## src/sat_pkg.sv

```systemverilog
// ----------------------------------------------------------------------------
// sat_pkg
// Types and constants shared by the sharing access tracker modules.
// ----------------------------------------------------------------------------
package sat_pkg;

    localparam int LINE_BYTES    = 64;
    localparam int GRANULE_BYTES = 8;
    localparam int LINE_SH       = 6;
    localparam int GRAN_SH       = 3;
    localparam int GPL           = LINE_BYTES / GRANULE_BYTES;
    localparam int ADDR_W        = 48;
    localparam int LINE_W        = ADDR_W - LINE_SH;
    localparam int STAMP_W       = 32;

    localparam logic [1:0] ACT_UPDATE  = 2'd0;
    localparam logic [1:0] ACT_CHECK   = 2'd1;
    localparam logic [1:0] ACT_PRIVATE = 2'd2;
    localparam logic [1:0] ACT_NONE    = 2'd3;

    localparam logic CFG_OPT_READERS = 1'b0;
    localparam logic CFG_SET_LOW     = 1'b1;

    localparam int FLAG_TS  = 0;
    localparam int FLAG_PRV = 1;

    typedef struct packed {
        logic [1:0]        action;
        logic [ADDR_W-1:0] address;
        logic [2:0]        core_id;
        logic [6:0]        byte_count;
        logic              is_read;
        logic [7:0]        read_granules;
        logic [7:0]        write_granules;
    } in_t;

    typedef struct packed {
        logic              hit;
        logic              conflict;
        logic              privatized;
        logic              victim_valid;
        logic [LINE_W-1:0] victim_line;
    } out_t;

    typedef struct packed {
        logic               valid;
        logic [LINE_W-1:0]  tag;
        logic [1:0]         flags;
        logic [STAMP_W-1:0] stamp;
    } tag_ent_t;

    typedef struct packed {
        logic       present;
        logic       wv;
        logic [2:0] wr;
        logic       rv;
        logic [2:0] rd;
        logic       multi;
        logic [7:0] sharers;
    } gran_t;

    typedef gran_t [GPL-1:0] gran_row_t;

    typedef struct packed {
        logic           is_check;
        logic           opt;
        logic           is_read;
        logic [2:0]     core;
        logic [GPL-1:0] span;
        logic [GPL-1:0] rmask;
        logic [GPL-1:0] wmask;
    } upd_ctl_t;

    typedef enum logic [1:0] {
        S_IDLE,
        S_LOOK,
        S_MOD,
        S_CLEAR
    } state_t;

endpackage

```

## src/sat_gran_update.sv

```systemverilog
// ----------------------------------------------------------------------------
// sat_gran_update
// Per-granule update of one entry row for a metadata update or a request
// conflict check, with the true-sharing and conflict results.
// ----------------------------------------------------------------------------
module sat_gran_update (
    input  sat_pkg::upd_ctl_t  ctl,
    input  sat_pkg::gran_row_t row_in,
    output sat_pkg::gran_row_t row_out,
    output logic               ts,
    output logic               conflict
);

    logic [sat_pkg::GPL-1:0] c_vec;
    logic [sat_pkg::GPL-1:0] t1_vec;
    logic [sat_pkg::GPL-1:0] tu_vec;
    logic [sat_pkg::GPL-1:0] rd_vec;
    logic [sat_pkg::GPL-1:0] wr_vec;
    logic [7:0]              own_bit;

    assign own_bit = 8'(1) << ctl.core;

    always_comb
    begin
        for (int i = 0; i < sat_pkg::GPL; i++)
        begin
            logic wvo;
            logic rdo;
            logic sho;
            wvo = row_in[i].wv && (row_in[i].wr != ctl.core);
            rdo = row_in[i].multi || (row_in[i].rv && (row_in[i].rd != ctl.core));
            sho = (row_in[i].sharers & ~own_bit) != 8'd0;
            c_vec[i]  = ctl.span[i] && row_in[i].present
                        && (wvo || (!ctl.opt && !ctl.is_read && sho));
            t1_vec[i] = ctl.span[i] && row_in[i].present
                        && (c_vec[i] || (ctl.opt && !ctl.is_read
                            && (row_in[i].multi || !row_in[i].rv
                                || (row_in[i].rd != ctl.core))));
            rd_vec[i] = ctl.is_check ? (ctl.span[i] && ctl.is_read) : ctl.rmask[i];
            wr_vec[i] = ctl.is_check ? (ctl.span[i] && !ctl.is_read) : ctl.wmask[i];
            // Reads and writes of one update are judged against the row as it was before it.
            tu_vec[i] = row_in[i].present
                        && ((wvo && (rd_vec[i] || wr_vec[i]))
                            || (wr_vec[i] && (ctl.opt ? rdo : sho)));
        end
    end

    always_comb
    begin
        logic unblocked;
        logic ts1;
        unblocked = 1'b1;
        ts1       = 1'b0;
        // For a check, granules past the first conflicting one add nothing to true sharing.
        for (int i = 0; i < sat_pkg::GPL; i++)
        begin
            ts1       = ts1 || (t1_vec[i] && unblocked);
            unblocked = unblocked && !c_vec[i];
        end
        conflict = ctl.is_check && (c_vec != '0);
        ts       = ctl.is_check ? ts1 : (tu_vec != '0);
    end

    always_comb
    begin
        row_out = row_in;
        if (!conflict)
        begin
            for (int i = 0; i < sat_pkg::GPL; i++)
            begin
                if (rd_vec[i] || wr_vec[i])
                begin
                    row_out[i].present = 1'b1;
                end
                if (wr_vec[i])
                begin
                    row_out[i].wv = 1'b1;
                    row_out[i].wr = ctl.core;
                end
                if (rd_vec[i])
                begin
                    if (ctl.opt)
                    begin
                        if (!row_in[i].multi)
                        begin
                            if (row_in[i].rv && (row_in[i].rd != ctl.core))
                            begin
                                row_out[i].multi = 1'b1;
                            end
                            else
                            begin
                                row_out[i].rv = 1'b1;
                                row_out[i].rd = ctl.core;
                            end
                        end
                    end
                    else
                    begin
                        row_out[i].sharers = row_in[i].sharers | own_bit;
                    end
                end
            end
        end
    end

endmodule

```

## config.mk

```make
export PLATFORM = sky130hd
export DESIGN_NAME = sat_gran_update
export DESIGN_NICKNAME = d
export VERILOG_FILES = /design/src/sat_pkg.sv /design/src/sat_gran_update.sv
export SDC_FILE = /design/constraint.sdc
export NUM_CORES = 1
export LEC_CHECK = 0
export BUFFER_PORTS_ARGS = -buffer_cell sky130_fd_sc_hd__buf_2
export CORE_AREA = 2 2 124 126
export DETAILED_ROUTE_END_ITERATION = 7
export DIE_AREA = 0 0 126 128
export PLACE_DENSITY = 0.76
export SLEW_MARGIN = 20
export SYNTH_ARGS = -nofsm -noshare
export SYNTH_HDL_FRONTEND = slang
export SYNTH_SLANG_ARGS = --single-unit
```

## constraint.sdc

```tcl
create_clock -name vclk -period 4.6
set_clock_uncertainty 0.15 [all_clocks]
set_input_delay 1.15 -clock vclk [all_inputs]
set_output_delay 1.15 -clock vclk [all_outputs]
set_load 0.01 [all_outputs]
```

==> run_results.csv <==
group,metric,value,unit
timing,finalCritPeriodShare,109.6,%
grt,grt_pass1_wl,43550,µm
timing,maxSlewHeadroom,59.27,%
synth,syn-instance-count,659,
worst_hold_path,min_path_type,"input pin to primary output",
synth,ys_types,62,
floorplanning,die_y,128,µm
setup_path,path_cells,"buf_12, buf_12, buf_8, nor4b_4, a211oi_2, nor4_2, buf_4, o22ai_2, o21ba_4, o31ai_4, buf_6, clkbuf_16, buf_12, a31o_4, buf_6",
synth,yosysWarnings,0,
power_and_ir_drop,clockPowerShare,0,%
setup_path,crit_required,3.30,ns
detailed_routing,avgRoutedWirePerCell,24.66,µm
finish,clockBufferCount,0,
grt,grtUsageMet3,3.798,%
synth,yosysSeqAreaShare,0,%
floorplanning,fp.dieArea,16130,µm²
clock_network,cts_hold_buffers,0,
placement,hpwl,21490,µm
placement,portBuffers,320,
timing,worstMarginPinSlew,0.6045,ns
status,violations,"setup timing",
detailed_routing,route.detailed.drc,0,
setup_path,cp-end-kind,"primary output",
grt,grt.total_usage,33.67,%
finish,final_core_utilization,64.72,%
status,status,"complete, but fails checks",
finish,nFlopsAndLatches,0,
grt,grt_max_degree,21,
timing,hold_viol_final,0,
grt,use_met1,42.85,%
detailed_routing,num_vias,8314,
power_and_ir_drop,p_sw_share,50.37,%
floorplanning,ios,320,
worst_hold_path,hold_depth,3,
setup_path,cp-start-kind,"input pin",
power_and_ir_drop,p_sw,641.9,µW
synth,synth.avg_cell_area,6.742,µm²
grt,first_global_vias,7730,
power_and_ir_drop,leakage,4.459,nW
synth,synth_top_cell_area_share,12.22,%
finish,area_growth,116.5,%
grt,grt_busiest_layer,"met2",
timing,fin_ws,-0.4395,ns
synth,synth_nets,833,
detailed_routing,viasPerCell,6.410,
timing,finalMaxSlewViolations,0,
job,max_cap_viol_count,0,
setup_path,slowest_delay,0.33,ns
detailed_routing,firstDrtPassIters,7,
floorplanning,fp.coreArea,14860,µm²
finish,multi_input_area,5104,µm²
synth,synth_area_leaders,"a31o_2 12%, o32a_1 5.4%, xnor2_1 5.3%",
power_and_ir_drop,combPwrFrac,100.0,%
grt,antenna_found_initial,1,
synth,netlist_area,4443,µm²
power_and_ir_drop,power_density,132.5,nW/µm²
grt,met2_usage,59.23,%
timing,period_minus_slack,5.039,ns
floorplanning,start_util,29.89,%
detailed_routing,drt_iter0_drc,900,
power_and_ir_drop,irDropWorstVdd,0.07706,mV
setup_path,cpMaxStageDelayCell,"nor4_2",
setup_path,critPathMaxFanout,5,
power_and_ir_drop,power_frac_seq,0,%
timing,whs,2.440,ns
grt,grt_remaining_overflow,0,
power_and_ir_drop,p_int,632.5,µW
timing,fmax,198.4,MHz
finish,fin_area,9620,µm²
floorplanning,die_w,126,µm
setup_path,critPathArrivalTime,3.74,ns
setup_path,critical_path_class,"input pin to primary output",
floorplanning,rows,45,
finish,nets,1284,
placement,placed_cell_area,7188,µm²
detailed_routing,ant_nets,0,
finish,layout.area.seq,0,µm²
timing,setup_viol,146,
setup_path,cp_common_cell,"buf_12",
synth,yosys.area.top_type,"a31o_2",
finish,fillers,1208,
finish,drive_gt1_share,61.28,%
timing,rsz0062_at_grt,"true",
placement,routabilityCongestion,0.9550,
detailed_routing,finalWirelength,31990,µm
power by group through the flow:
stage | sequential [mW] | combinational [mW] | clock [mW]
floorplan | 0 | 0.476 | 0
global placement | 0 | 0.862 | 0
detailed placement | 0 | 0.869 | 0
CTS | 0 | 1.13 | 0
global route | 0 | 1.32 | 0.0000000291
finish | 0 | 1.27 | 0.0000000291
cell families after synthesis:
| group | share of synthesized area [%] |
|---|---|
| simple gates | 28.27 |
| compound gates | 49.06 |
| mux | 4.675 |
| xor+xnor | 9.462 |
| buf+inv | 8.533 |
layout make-up:
class / instances / area share, %
multi-input cells: 581 / 53.05
well taps: 188 / 2.445
repair buffers: 509 / 43.75
inverters: 18 / 0.7283
diodes: 1 / 0.02601
per-stage QoR:
step                TNS [ns]  total power [mW]  setup WS (ns)  instances
global placement      -74.08            0.8620        -0.5873       1229
finish                -49.57             1.274        -0.4395       1297
CTS                   -42.81             1.128        -0.3521       1280
detailed placement    -78.84            0.8693        -0.6790       1229
floorplan           -0.01850            0.4764       -0.01850        659
global route          -58.91             1.323        -0.4982       1297
Yosys cell counts (4+ instances only):
cell	number
buf_6	6
xnor2_1	27
nor3_1	13
o31a_1	6
o22ai_1	8
a21oi_1	12
nand4_1	4
o32a_1	24
a31o_2	62
clkbuf_1	28
nor4_1	16
a31o_1	17
a221oi_1	8
nor3b_1	6
nand2b_1	8
and3_1	12
xor2_1	21
o21ai_0	34
nor2b_1	8
nand2_1	52
nand3b_1	17
inv_1	18
a31oi_1	13
a21o_1	12
a22o_1	24
o311ai_0	5
nand3_1	20
buf_4	5
mux2i_1	14
o21a_1	7
o22a_1	5
or2_2	7
or3_1	10
buf_2	18
o2bb2ai_1	10
nor2_1	58
cells in the final DEF, fill, tap and decap left out, types with 8 or more instances in the layout:
cell type / netlist / layout
o32a_1: 24 / 24
o2bb2ai_1: 10 / 10
buf_2: 18 / 257
buf_6: 6 / 90
nand2b_1: 8 / 8
xnor2_1: 27 / 18
nand3_1: 20 / 13
buf_4: 5 / 116
inv_1: 18 / 17
a31o_2: 62 / 22
nand2_1: 52 / 51
a22o_1: 24 / 24
a21oi_1: 12 / 10
or3_1: 10 / 8
a31oi_1: 13 / 10
a21o_1: 12 / 12
a31o_1: 17 / 17
and3_1: 12 / 9
buf_12: 0 / 18
o21ai_0: 34 / 10
o21ai_2: 0 / 17
nor4_4: 0 / 12
a31o_4: 0 / 40
mux2i_1: 14 / 14
nor2_1: 58 / 54
nor3_1: 13 / 12
buf_16: 0 / 15
nand3b_1: 17 / 17
xor2_1: 21 / 20
per-layer routing:
metal	vias up	routed length, µm
met2	700	15070
met1	3939	12360
met3	152	2982
li1	3523	-
met4	0	1568
met5	-	0
final timing paths:
path,from,endpoint,slack [ns]
max,ctl[24],row_out[59],-0.44
min,row_in[124],row_out[124],2.44
worst max-delay path: cells and delay by family:
family          cells  cell delay (ns)
buf+inv             8             1.14
simple gates        2             0.60
compound gates      5             0.83
what timing repair did:
action	CTS	global route
pin swaps	70	39
gates cloned	16	9
setup endpoints to repair	146	146
gates resized for setup	211	63
buffers inserted	35	8
Power figures use the tool's default switching activity.
